[src/rtl/adtd_pkg.sv]
// ----------------------------------------------------------------------------
// adtd_pkg: shared types and constants of the date adder
// Field widths, calendar constants, controller/datapath command and status
// structs, and the month-length lookup.
// ----------------------------------------------------------------------------
`default_nettype none

package adtd_pkg;

  localparam int DAY_W   = 5;
  localparam int MONTH_W = 4;
  localparam int YEAR_W  = 14;
  localparam int ADD_W   = 15;
  localparam int REM_W   = 16;   // day count: 31 + 335 + 32767 fits
  localparam int DIY_W   = 9;    // 365 or 366
  localparam int CENT_W  = 8;    // year / 100, below 164
  localparam int MOD_W   = 7;    // year mod 100

  localparam int IN_DATA_W  = 40;  // 38 field bits, padded to bytes
  localparam int OUT_DATA_W = 24;  // 23 field bits, padded to bytes

  // Division of the year by 100: (year * RECIP_100) >> RECIP_SHIFT
  localparam int RECIP_100   = 5243;
  localparam int RECIP_SHIFT = 19;
  localparam int PROD_W      = 27;

  localparam logic [MONTH_W-1:0] MONTH_JAN = 4'd1;
  localparam logic [MONTH_W-1:0] MONTH_FEB = 4'd2;
  localparam logic [MONTH_W-1:0] MONTH_DEC = 4'd12;

  localparam logic [MOD_W-1:0]  LAST_OF_CENTURY = 7'd99;
  localparam logic [DIY_W-1:0]  DAYS_LEAP_YEAR  = 9'd366;
  localparam logic [DIY_W-1:0]  DAYS_PLAIN_YEAR = 9'd365;
  localparam logic [DAY_W-1:0]  DAYS_FEB_LEAP   = 5'd29;

  typedef logic [DAY_W-1:0] month_len_t [12];

  localparam month_len_t MONTH_LEN = '{
    5'd31, 5'd28, 5'd31, 5'd30, 5'd31, 5'd30,
    5'd31, 5'd31, 5'd30, 5'd31, 5'd30, 5'd31
  };

  // Controller to datapath commands
  typedef struct packed {
    logic load;        // capture an input transfer
    logic init;        // finish year mod 100 and century counters
    logic doy_step;    // add one earlier month to the day count
    logic add_step;    // add the offset, restart month count
    logic year_step;   // remove one whole year
    logic month_step;  // remove one whole month
    logic out_load;    // load the result register
  } adtd_cmd_t;

  // Datapath to controller status
  typedef struct packed {
    logic bad;         // start month outside 1 to 12
    logic doy_more;    // earlier months still to be counted
    logic year_more;   // count exceeds current year length
    logic month_more;  // count exceeds current month length, before December
  } adtd_stat_t;

  // Length of month m (1 to 12) with the given leap flag
  function automatic logic [DAY_W-1:0] month_days(input logic [MONTH_W-1:0] m,
                                                  input logic leap);
    logic [DAY_W-1:0] len;
    len = 5'd0;
    if (m == MONTH_FEB && leap) begin
      len = DAYS_FEB_LEAP;
    end else if (m >= MONTH_JAN && m <= MONTH_DEC) begin
      len = MONTH_LEN[m - MONTH_JAN];
    end
    return len;
  endfunction

endpackage

`default_nettype wire

[src/rtl/add_days_to_date_unit.sv]
// Gregorian date adder. Each input transfer carries a date and a day count;
// one result transfer returns the later date, or zeros with the bad-month
// flag when the month lies outside 1 to 12. Items are handled one at a time:
// an item passes through load and counter setup, the day-of-year loop over
// the months before the start month, the addition of the offset, the year
// loop that removes whole years (about one per 365 days added, up to 90),
// the month loop that removes whole months (up to 11), a closing check for
// each of the year and month loops and the load of the result. A bad month
// skips the loops. The loops share one adder/subtractor. A finished result
// waits in an output register while the next item is taken in; the result
// of that next item is loaded only once the waiting one has been taken.
// ----------------------------------------------------------------------------
// add_days_to_date_unit: date plus day count, top level
// Connects the controller and the datapath to the stream ports.
// ----------------------------------------------------------------------------
`default_nettype none

module add_days_to_date_unit
  import adtd_pkg::*;
(
  input  wire logic                  clk,
  input  wire logic                  rst_n,
  input  wire logic                  in_tvalid,
  output      logic                  in_tready,
  // [4:0] start_day, [8:5] start_month, [22:9] start_year, [37:23] days_to_add
  input  wire logic [IN_DATA_W-1:0]  in_tdata,
  output      logic                  out_tvalid,
  input  wire logic                  out_tready,
  // [4:0] result_day, [8:5] result_month, [22:9] result_year
  output      logic [OUT_DATA_W-1:0] out_tdata,
  // [0] bad_month
  output      logic                  out_tuser
);

  adtd_cmd_t          cmd;
  adtd_stat_t         stat;
  logic [DAY_W-1:0]   res_day;
  logic [MONTH_W-1:0] res_month;
  logic [YEAR_W-1:0]  res_year;
  logic               res_bad;

  adtd_ctrl u_ctrl (
    .clk        (clk),
    .rst_n      (rst_n),
    .in_tvalid  (in_tvalid),
    .in_tready  (in_tready),
    .out_tvalid (out_tvalid),
    .out_tready (out_tready),
    .cmd        (cmd),
    .stat       (stat)
  );

  adtd_dpath u_dpath (
    .clk       (clk),
    .rst_n     (rst_n),
    .cmd       (cmd),
    .stat      (stat),
    .in_day    (in_tdata[4:0]),
    .in_month  (in_tdata[8:5]),
    .in_year   (in_tdata[22:9]),
    .in_add    (in_tdata[37:23]),
    .res_day   (res_day),
    .res_month (res_month),
    .res_year  (res_year),
    .res_bad   (res_bad)
  );

  // Pack the result fields, pad to whole bytes
  assign out_tdata = {1'b0, res_year, res_month, res_day};
  assign out_tuser = res_bad;

endmodule

`default_nettype wire

[src/rtl/adtd_dpath.sv]
// ----------------------------------------------------------------------------
// adtd_dpath: date adder datapath
// Holds the day count, month and year registers with incremental year mod
// 100 and century counters for the leap rule, one shared adder/subtractor,
// and the result register.
// ----------------------------------------------------------------------------
`default_nettype none

module adtd_dpath
  import adtd_pkg::*;
(
  input  wire logic                  clk,
  input  wire logic                  rst_n,
  input  wire adtd_cmd_t             cmd,
  output      adtd_stat_t            stat,
  input  wire logic [DAY_W-1:0]      in_day,
  input  wire logic [MONTH_W-1:0]    in_month,
  input  wire logic [YEAR_W-1:0]     in_year,
  input  wire logic [ADD_W-1:0]      in_add,
  output      logic [DAY_W-1:0]      res_day,
  output      logic [MONTH_W-1:0]    res_month,
  output      logic [YEAR_W-1:0]     res_year,
  output      logic                  res_bad
);

  logic [REM_W-1:0]   rem_r;
  logic [MONTH_W-1:0] month_r;
  logic [MONTH_W-1:0] m_r;
  logic [YEAR_W-1:0]  year_r;
  logic [ADD_W-1:0]   add_r;
  logic               bad_r;
  logic [CENT_W-1:0]  cent_r;
  logic [MOD_W-1:0]   ymod_r;
  logic [1:0]         cmod_r;

  logic [PROD_W-1:0]  prod;
  logic [YEAR_W:0]    cent_x100;
  logic [YEAR_W:0]    ymod_full;
  logic               leap;
  logic [DAY_W-1:0]   mdays;
  logic [DIY_W-1:0]   ydays;

  // Divide the incoming year by 100 with a reciprocal multiply
  assign prod = PROD_W'(in_year) * PROD_W'(RECIP_100);

  // Remainder of the year by 100 from the registered quotient
  assign cent_x100 = {1'b0, cent_r, 6'd0} + {2'd0, cent_r, 5'd0} + {5'd0, cent_r, 2'd0};
  assign ymod_full = {1'b0, year_r} - cent_x100;

  // Leap rule: divisible by 4, and not a century unless the century is by 4
  assign leap  = (year_r[1:0] == 2'd0) && ((ymod_r != '0) || (cmod_r == 2'd0));
  assign mdays = month_days(m_r, leap);
  assign ydays = leap ? DAYS_LEAP_YEAR : DAYS_PLAIN_YEAR;

  // Report loop conditions
  always_comb begin
    stat.bad        = bad_r;
    stat.doy_more   = (m_r < month_r);
    stat.year_more  = (rem_r > REM_W'(ydays));
    stat.month_more = (m_r < MONTH_DEC) && (rem_r > REM_W'(mdays));
  end

  // Working registers
  always_ff @(posedge clk) begin
    if (cmd.load) begin
      rem_r   <= REM_W'(in_day);
      month_r <= in_month;
      m_r     <= MONTH_JAN;
      year_r  <= in_year;
      add_r   <= in_add;
      bad_r   <= (in_month < MONTH_JAN) || (in_month > MONTH_DEC);
      cent_r  <= prod[RECIP_SHIFT +: CENT_W];
    end
    if (cmd.init) begin
      ymod_r <= ymod_full[MOD_W-1:0];
      cmod_r <= cent_r[1:0];
    end
    if (cmd.doy_step) begin
      rem_r <= rem_r + REM_W'(mdays);
      m_r   <= m_r + MONTH_W'(1);
    end
    if (cmd.add_step) begin
      rem_r <= rem_r + REM_W'(add_r);
      m_r   <= MONTH_JAN;
    end
    if (cmd.year_step) begin
      rem_r  <= rem_r - REM_W'(ydays);
      year_r <= year_r + YEAR_W'(1);
      // advance the mod 100 and century counters, restart them on wrap
      if (year_r == '1) begin
        ymod_r <= '0;
        cmod_r <= '0;
      end else if (ymod_r == LAST_OF_CENTURY) begin
        ymod_r <= '0;
        cmod_r <= cmod_r + 2'd1;
      end else begin
        ymod_r <= ymod_r + MOD_W'(1);
      end
    end
    if (cmd.month_step) begin
      rem_r <= rem_r - REM_W'(mdays);
      m_r   <= m_r + MONTH_W'(1);
    end
  end

  // Result register
  always_ff @(posedge clk) begin
    if (cmd.out_load) begin
      if (bad_r) begin
        res_day   <= '0;
        res_month <= '0;
        res_year  <= '0;
        res_bad   <= 1'b1;
      end else begin
        res_day   <= rem_r[DAY_W-1:0];
        res_month <= m_r;
        res_year  <= year_r;
        res_bad   <= 1'b0;
      end
    end
  end

`ifndef SYNTHESIS
  // A good result always lands in a real month
  a_res_month: assert property (@(posedge clk) disable iff (!rst_n)
    cmd.out_load |=> (res_bad || (res_month >= MONTH_JAN && res_month <= MONTH_DEC)))
    else $error("result month out of range");

  // The year loop leaves the count within one year
  a_month_fit: assert property (@(posedge clk) disable iff (!rst_n)
    cmd.month_step |-> !bad_r && (rem_r <= REM_W'(DAYS_LEAP_YEAR)))
    else $error("month loop entered with more than a year");
`endif

endmodule

`default_nettype wire

[src/rtl/adtd_ctrl.sv]
// ----------------------------------------------------------------------------
// adtd_ctrl: date adder controller
// Sequences load, counter setup, day-of-year, year and month loops, and
// owns the input ready and result valid handshake.
// ----------------------------------------------------------------------------
`default_nettype none

module adtd_ctrl
  import adtd_pkg::*;
(
  input  wire logic       clk,
  input  wire logic       rst_n,
  input  wire logic       in_tvalid,
  output      logic       in_tready,
  output      logic       out_tvalid,
  input  wire logic       out_tready,
  output      adtd_cmd_t  cmd,
  input  wire adtd_stat_t stat
);

  localparam logic [2:0] S_IDLE  = 3'd0;
  localparam logic [2:0] S_INIT  = 3'd1;
  localparam logic [2:0] S_DOY   = 3'd2;
  localparam logic [2:0] S_YEAR  = 3'd3;
  localparam logic [2:0] S_MONTH = 3'd4;
  localparam logic [2:0] S_DONE  = 3'd5;

  logic [2:0] state_r;
  logic [2:0] state_nxt;
  logic       out_valid_r;
  logic       out_valid_nxt;

  assign in_tready  = (state_r == S_IDLE);
  assign out_tvalid = out_valid_r;

  // Next state, commands and result valid
  always_comb begin
    state_nxt     = state_r;
    cmd           = '0;
    out_valid_nxt = out_valid_r && !out_tready;
    unique case (state_r)
      S_IDLE: begin
        if (in_tvalid) begin
          cmd.load  = 1'b1;
          state_nxt = S_INIT;
        end
      end
      S_INIT: begin
        if (stat.bad) begin
          state_nxt = S_DONE;
        end else begin
          cmd.init  = 1'b1;
          state_nxt = S_DOY;
        end
      end
      S_DOY: begin
        if (stat.doy_more) begin
          cmd.doy_step = 1'b1;
        end else begin
          cmd.add_step = 1'b1;
          state_nxt    = S_YEAR;
        end
      end
      S_YEAR: begin
        if (stat.year_more) begin
          cmd.year_step = 1'b1;
        end else begin
          state_nxt = S_MONTH;
        end
      end
      S_MONTH: begin
        if (stat.month_more) begin
          cmd.month_step = 1'b1;
        end else begin
          state_nxt = S_DONE;
        end
      end
      S_DONE: begin
        if (!out_valid_r || out_tready) begin
          cmd.out_load  = 1'b1;
          out_valid_nxt = 1'b1;
          state_nxt     = S_IDLE;
        end
      end
      default: begin
        state_nxt = S_IDLE;
      end
    endcase
  end

  // Hold state and result valid
  always_ff @(posedge clk) begin
    if (!rst_n) begin
      state_r     <= S_IDLE;
      out_valid_r <= 1'b0;
    end else begin
      state_r     <= state_nxt;
      out_valid_r <= out_valid_nxt;
    end
  end

`ifndef SYNTHESIS
  // One item at a time: an accepted transfer closes the input
  a_one_item: assert property (@(posedge clk) disable iff (!rst_n)
    (in_tvalid && in_tready) |=> !in_tready)
    else $error("input accepted while busy");

  // A new result appears only out of the done state
  a_valid_src: assert property (@(posedge clk) disable iff (!rst_n)
    (out_tvalid && !$past(out_tvalid)) |-> ($past(state_r) == S_DONE))
    else $error("result valid raised outside done state");

  // The done state never drops a waiting result
  a_no_overwrite: assert property (@(posedge clk) disable iff (!rst_n)
    cmd.out_load |-> (!out_tvalid || out_tready))
    else $error("result register overwritten while pending");
`endif

endmodule

`default_nettype wire
[config.mk]
export PLATFORM = sky130hd
export DESIGN_NAME = add_days_to_date_unit
export DESIGN_NICKNAME = d
export VERILOG_FILES = /design/src/rtl/adtd_pkg.sv /design/src/rtl/add_days_to_date_unit.sv /design/src/rtl/adtd_dpath.sv /design/src/rtl/adtd_ctrl.sv
export SDC_FILE = /design/constraint.sdc
export NUM_CORES = 1
export LEC_CHECK = 0
export BUFFER_PORTS_ARGS = -buffer_cell sky130_fd_sc_hd__buf_4
export CAP_MARGIN = 10
export CORE_UTILIZATION = 40
export DETAILED_ROUTE_END_ITERATION = 10
export GPL_TIMING_DRIVEN = 0
export PLACE_DENSITY_LB_ADDON = 0.2
export SLEW_MARGIN = 10
export SYNTH_ARGS = -nofsm -noshare
export SYNTH_HDL_FRONTEND = slang
export SYNTH_HIERARCHICAL = 1
export SYNTH_SLANG_ARGS = --single-unit
[constraint.sdc]
create_clock -name clk -period 12.45 [get_ports clk]
set_input_delay 2.49 -clock clk [delete_from_list [all_inputs] [get_ports clk]]
set_output_delay 2.49 -clock clk [all_outputs]
set_load 0.01 [all_outputs]
-- Word-level counts from Yosys, hierarchy flattened
Memory sizes are Yosys's and may differ from the RTL's.
Cells that the tools add are included.
- register bits: 96
- memory bits (read-only): 80
- bits of input ports: 44
- memories: 1
- $add $sub $neg: 12
- multiply operators: 1
- $lt $le $gt $ge: 9
- eq/ne operators: 13
- multiplexer cells: 47
- bitwise gates (word level): 1
- reductions and logical operators: 19
- memory list (name ; words ; width ; rd ports ; clocked after Yosys merged registers in ; write ports ; line ; source):
    (no name shown) ; 16 ; 5 ; 1 ; 0 ; 0 ; adtd_pkg.sv:70 ; len = MONTH_LEN[m - MONTH_JAN];
- operators with widths (kind ; count):
    two-way mux 16 bit ; 5
    two-way mux 14 bit ; 2
    two-way mux 7 bit ; 4
    multiplier 14 x 13 -> 24 bit (second input constant) ; 1
    two-way mux 5 bit ; 4
    two-way mux 3 bit ; 6
    case mux 3 bit (6 select lines) ; 1
    adder 16 x 15 -> 16 bit ; 1
    adder 16 x 5 -> 16 bit ; 1
    greater-than comparator 16 x 5 -> 1 bit ; 1
    greater-than comparator 16 x 9 -> 1 bit ; 1
    two-way mux 4 bit ; 4
    subtractor 16 x 5 -> 16 bit ; 1
    subtractor 16 x 9 -> 16 bit ; 1
    two-way mux 1 bit ; 15
    adder 14 x 1 -> 14 bit (second input constant) ; 1
    adder 7 bit ; 2
    equality test 14 bit (second input constant) ; 1
    two-way mux 2 bit ; 6
    != test 2 bit (second input constant) ; 4
    adder 7 x 1 -> 7 bit (second input constant) ; 1
    equality test 7 bit (second input constant) ; 1
    nonzero test 7 bit ; 1
    subtractor 7 bit ; 1
    other kinds (25) ; 36

-- Longest topological paths before layout
- word-level depth: 12
- gate-level depth with buffers: 22
- mapped depth without buffers: 22

-- Modules after synthesis
The synthesis kept the hierarchy.
- by module, submodules not included (module ; times used ; cells an instance ; area each (sq um) ; seq. area each (sq um)):
    adtd_dpath ; 1 ; 1022 ; 9838.2 ; 2742.6
    adtd_ctrl ; 1 ; 33 ; 290.3 ; 80.1
    add_days_to_date_unit ; 1 ; 2 ; 11.3 ; 0.0

-- Worst setup path before layout
No wires, ideal clock.
- path type: in2reg
- start point: input in_tdata[19]
- end point: register u_dpath.cent_r[3], data pin
- library setup time: 0.263 ns
- data arrival time: 6.207 ns
- required time: 12.187 ns
- setup slack: 5.980 ns
- cell stages on the path: 15
- cells stage by stage: fa_1 > ha_1 > inv_1 > fa_1 > inv_1 > fa_1 > inv_1 > fa_1 > inv_1 > ha_1 > a21o_1 > nor4_1 > a22oi_1 > a311oi_1 > xnor2_1
- longest elaborated chain between the ends: 1
- ends and longest elaborated chain (item ; line ; source):
    start, declared ; add_days_to_date_unit.sv:26 ; input wire logic [IN_DATA_W-1:0] in_tdata,
    multiplier 14 x 13 -> 24 bit ; adtd_dpath.sv:44 ; assign prod = PROD_W'(in_year) * PROD_W'(RECIP_100);
    named net u_dpath.prod[22] ; adtd_dpath.sv:36 ; logic [PROD_W-1:0] prod;
    end signal, assigned ; adtd_dpath.sv:72 ; cent_r <= prod[RECIP_SHIFT +: CENT_W];
    end, declared ; adtd_dpath.sv:32 ; logic [CENT_W-1:0] cent_r;
The timed path passes the listed nets, and every way through them passes these cells.
A chain may end at the register's enable or synchronous reset.

-- Worst setup path after layout
Ends and elaborated chain as after synthesis.

==> summary.txt <==
Run status
  – Status: finished clean

Floorplan
  – Die Y: 161.2 um
  – Die width: 161.2 um
  – Row count: 57
  – Die Area: 25990 um^2
  – Core area: 24600 um^2
  – Num ports: 71
  – Initial Util: 41.21%

Setup path
  – CP max FO: 7
  – CP Capture Type: flop
  – Critical Path RT: 12560 ps
  – CP startpoint: in_tdata[19]
  – R2R Path Start: u_dpath/m_r[0]
  – Critical path startpoint category: input pin
  – Crit Path Class: in -> reg
  – CP arrival: 6620 ps

Routing
  – Post-route ant nets: 0
  – Iter 0 DRT Violations: 442
  – DR vias/cell: 5.326
  – WL per Instance: 17.16 um
  – WL final: 25130 um
  – Initial DRT Pass Iterations: 5
  – DR DRC count: 0
  – Vias: 7797

Hold path
  – Hold crit path type: reg -> reg
  – Min-Delay Startpoint: u_ctrl/state_r[2]

Timing
  – Final setup viols: 0
  – Post-Route Setup TNS: 0 ps
  – Unrepaired setup endpoints after global routing: false
  – Clock skew: 11.38 ps
  – Ratio of final minimum period to clock period: 52.34%
  – Worst-Margin Slew: 817.6 ps
  – Slew HR: 45.49%
  – Fmax: 0.1535 GHz
  – Max Transition Viols Final: 0
  – Final hold vios: 0
  – Crit path time final: 6516 ps

Clock tree
  – # Post-CTS Setup Buffers: 0
  – Max Root-Sink Buffers: 2
  – CTS sink count: 96
  – Root Driver: clkbuf_16
  – Clock Pin Slew Worst Setup and Hold Paths: 70 ps
  – Post-CTS sizing: 0
  – CTS tree: built
  – Worst-Skew Late Latency: 360 ps
  – H-tree levels: 3
  – Num CTS Buffers: 9
  – Post-cts hold buffer count: 0

Synthesis
  – Post-Syn Area per Cell: 9.593 um^2
  – Syn_nets: 1302
  – Synth async-reset ratio: 0%
  – Top FF cell, synth: edfxtp_1
  – Synth unique cells: 75
  – Post-synth EDFFs: 90
  – Mapped cell area: 10140 um^2
  – Seq/Total Area, Yosys: 27.84%
  – Seq cells post-synth: 96
  – Synth Instances: 1057
  – Ys Warns: 6

Cells and area
  – Nets@finish: 1380
  – Share of cells above drive strength 1: 9.737%
  – ANT cells: 0
  – Non-Filler Instances: 1464
  – Final instance area: 11370 um^2
  – Area Growth Syn to Fin: 12.13%
  – Post-layout util: 46.21%

Global routing
  – Grt met1 use: 28.32%
  – Met3 Track Usage GR: 1.849%
  – Antenna violations before repair: 0
  – Global Route Usage Sum: 20.29%
  – Total grt overflow: 0
  – First-pass GRT wire length: 40830 um
  – Gr busiest metal: met2
  – Vias in the first global route: 7611
  – Largest net degree at the start of global routing: 28
  – Met2 Resource Use GR: 33.41%

Placed design
  – Post-Place Cells: 1448
  – Area after DPL: 11060 um^2
  – PortBufs: 67
  – Routability cong.: 0.9012
  – Final HPWL DP: 20010 um

Power
  – Leak Pwr: 4.985 nW
  – PnR Total Power: 0.002084 W
  – Maximum VDD drop: 0.08593 mV
  – PD cells: 183.3 nW/um^2

Job
  – Max-cap viol count: 0
stage by stage:
step                      hold WS [ps]  worst slack (ps)
final                            569.6              5934
after CTS                        564.4              5949
after global placement           544.5              5609
after floorplan                  520.8              5980
after global routing             601.5              5710
after detailed placement         555.0              5561
synth_stat cells (13+ instances only):
cell,number,area (um^2)
inv_1,167,626.9
ha_1,135,1689
edfxtp_1,90,2703
nor2_1,74,277.8
fa_1,66,1321
xnor2_1,50,437.9
nand2_1,48,180.2
a21oi_1,47,235.2
o21ai_0,43,215.2
nor2b_1,27,168.9
clkbuf_1,25,93.84
nand3_1,23,115.1
nand2b_1,16,100.1
xor2_1,16,140.1
nor3_1,15,75.07
o22ai_1,13,81.33
placed cells by master, fill, tap and decap left out, types with 8 or more instances in the layout:
cell type  count
o22ai_1       13
inv_1        167
xor2_1        16
nor3_1        15
mux2i_1       11
nor2b_1       26
o21a_1         8
o21ai_0       43
o211ai_1       9
fa_1          66
nand4_1        8
ha_1         135
clkbuf_1      25
a211oi_1      11
nand2b_1      16
nor4_1         8
or3_1          8
xnor2_1       50
nand3_1       23
nand2_1       48
nor2_1        74
buf_4         72
clkbuf_16      9
a21oi_1       47
a21o_1        10
edfxtp_1      90
worst max-delay path: stages:
cell and delay (ps):
buf_4 160, fa_1 480, ha_1 290, inv_1 40, fa_1 470, inv_1 60
fa_1 530, inv_1 50, fa_1 530, inv_1 40, ha_1 320, a21o_1 210
nor4_1 360, a22oi_1 160, a311oi_1 330, xnor2_1 110
worst paths after layout:
check	end	slack (ps)	depth (start not counted)
setup / recovery	u_dpath/cent_r[3]	5930	16
hold / removal	u_ctrl/state_r[1]	570	2
setup reg to reg	u_dpath/rem_r[8]	6660	20
hold reg to reg	u_ctrl/state_r[1]	570	2
cell type report:
cell class / instances / area (um^2)
clock inverter: 7 / 81.33
fill: 2381 / 13240
sequential: 96 / 2823
timing repair buffer: 67 / 503.0
clock buffer: 9 / 225.2
tap: 324 / 405.4
inverter: 167 / 626.9
multi-input combinational: 758 / 6543
buffer: 36 / 162.7
power breakdown:
group          internal [W]  total (W)  switching (W)
Sequential         0.000453   0.000522      0.0000695
Combinational      0.000546    0.00128       0.000733
Clock              0.000143   0.000284       0.000141
Total               0.00114    0.00208       0.000943
kinds of logic (layout without fill, tap and decap cells):
| logic type | count (synthesis) | in the layout | synth area share, % |
|---|---|---|---|
| adders and majority gates | 201 | 201 | 29.69 |
| other | 1 | 1 | 0.03698 |
| DFF | 96 | 96 | 27.84 |
| AOI/OAI and AO/OA | 208 | 208 | 13.71 |
| and+or+nand+nor | 268 | 268 | 13.82 |
| buffers and inverters | 203 | 286 | 7.786 |
| xor gates and xnor gates | 66 | 66 | 5.701 |
| muxes | 14 | 14 | 1.419 |
state kept, by name (all words and copies together) (netlist names), 2 cells and up:
signal,count
u_dpath/m_r,4
u_dpath/cent_r,5
u_dpath/res_day,5
u_dpath/month_r,4
u_dpath/add_r,15
u_dpath/res_month,4
u_dpath/res_year,14
u_dpath/cmod_r,2
u_dpath/year_r,14
u_dpath/ymod_r,7
u_dpath/rem_r,16
u_ctrl/state_r,3
metal layers:
| layer | vias up | part of all wire, % |
|---|---|---|
| met5 | - | 0 |
| met4 | 0 | 1.7 |
| met3 | 28 | 4.6 |
| met2 | 195 | 47 |
| met1 | 3736 | 46 |
| li1 | 3838 | - |
(Power assumes the default switching activity.)
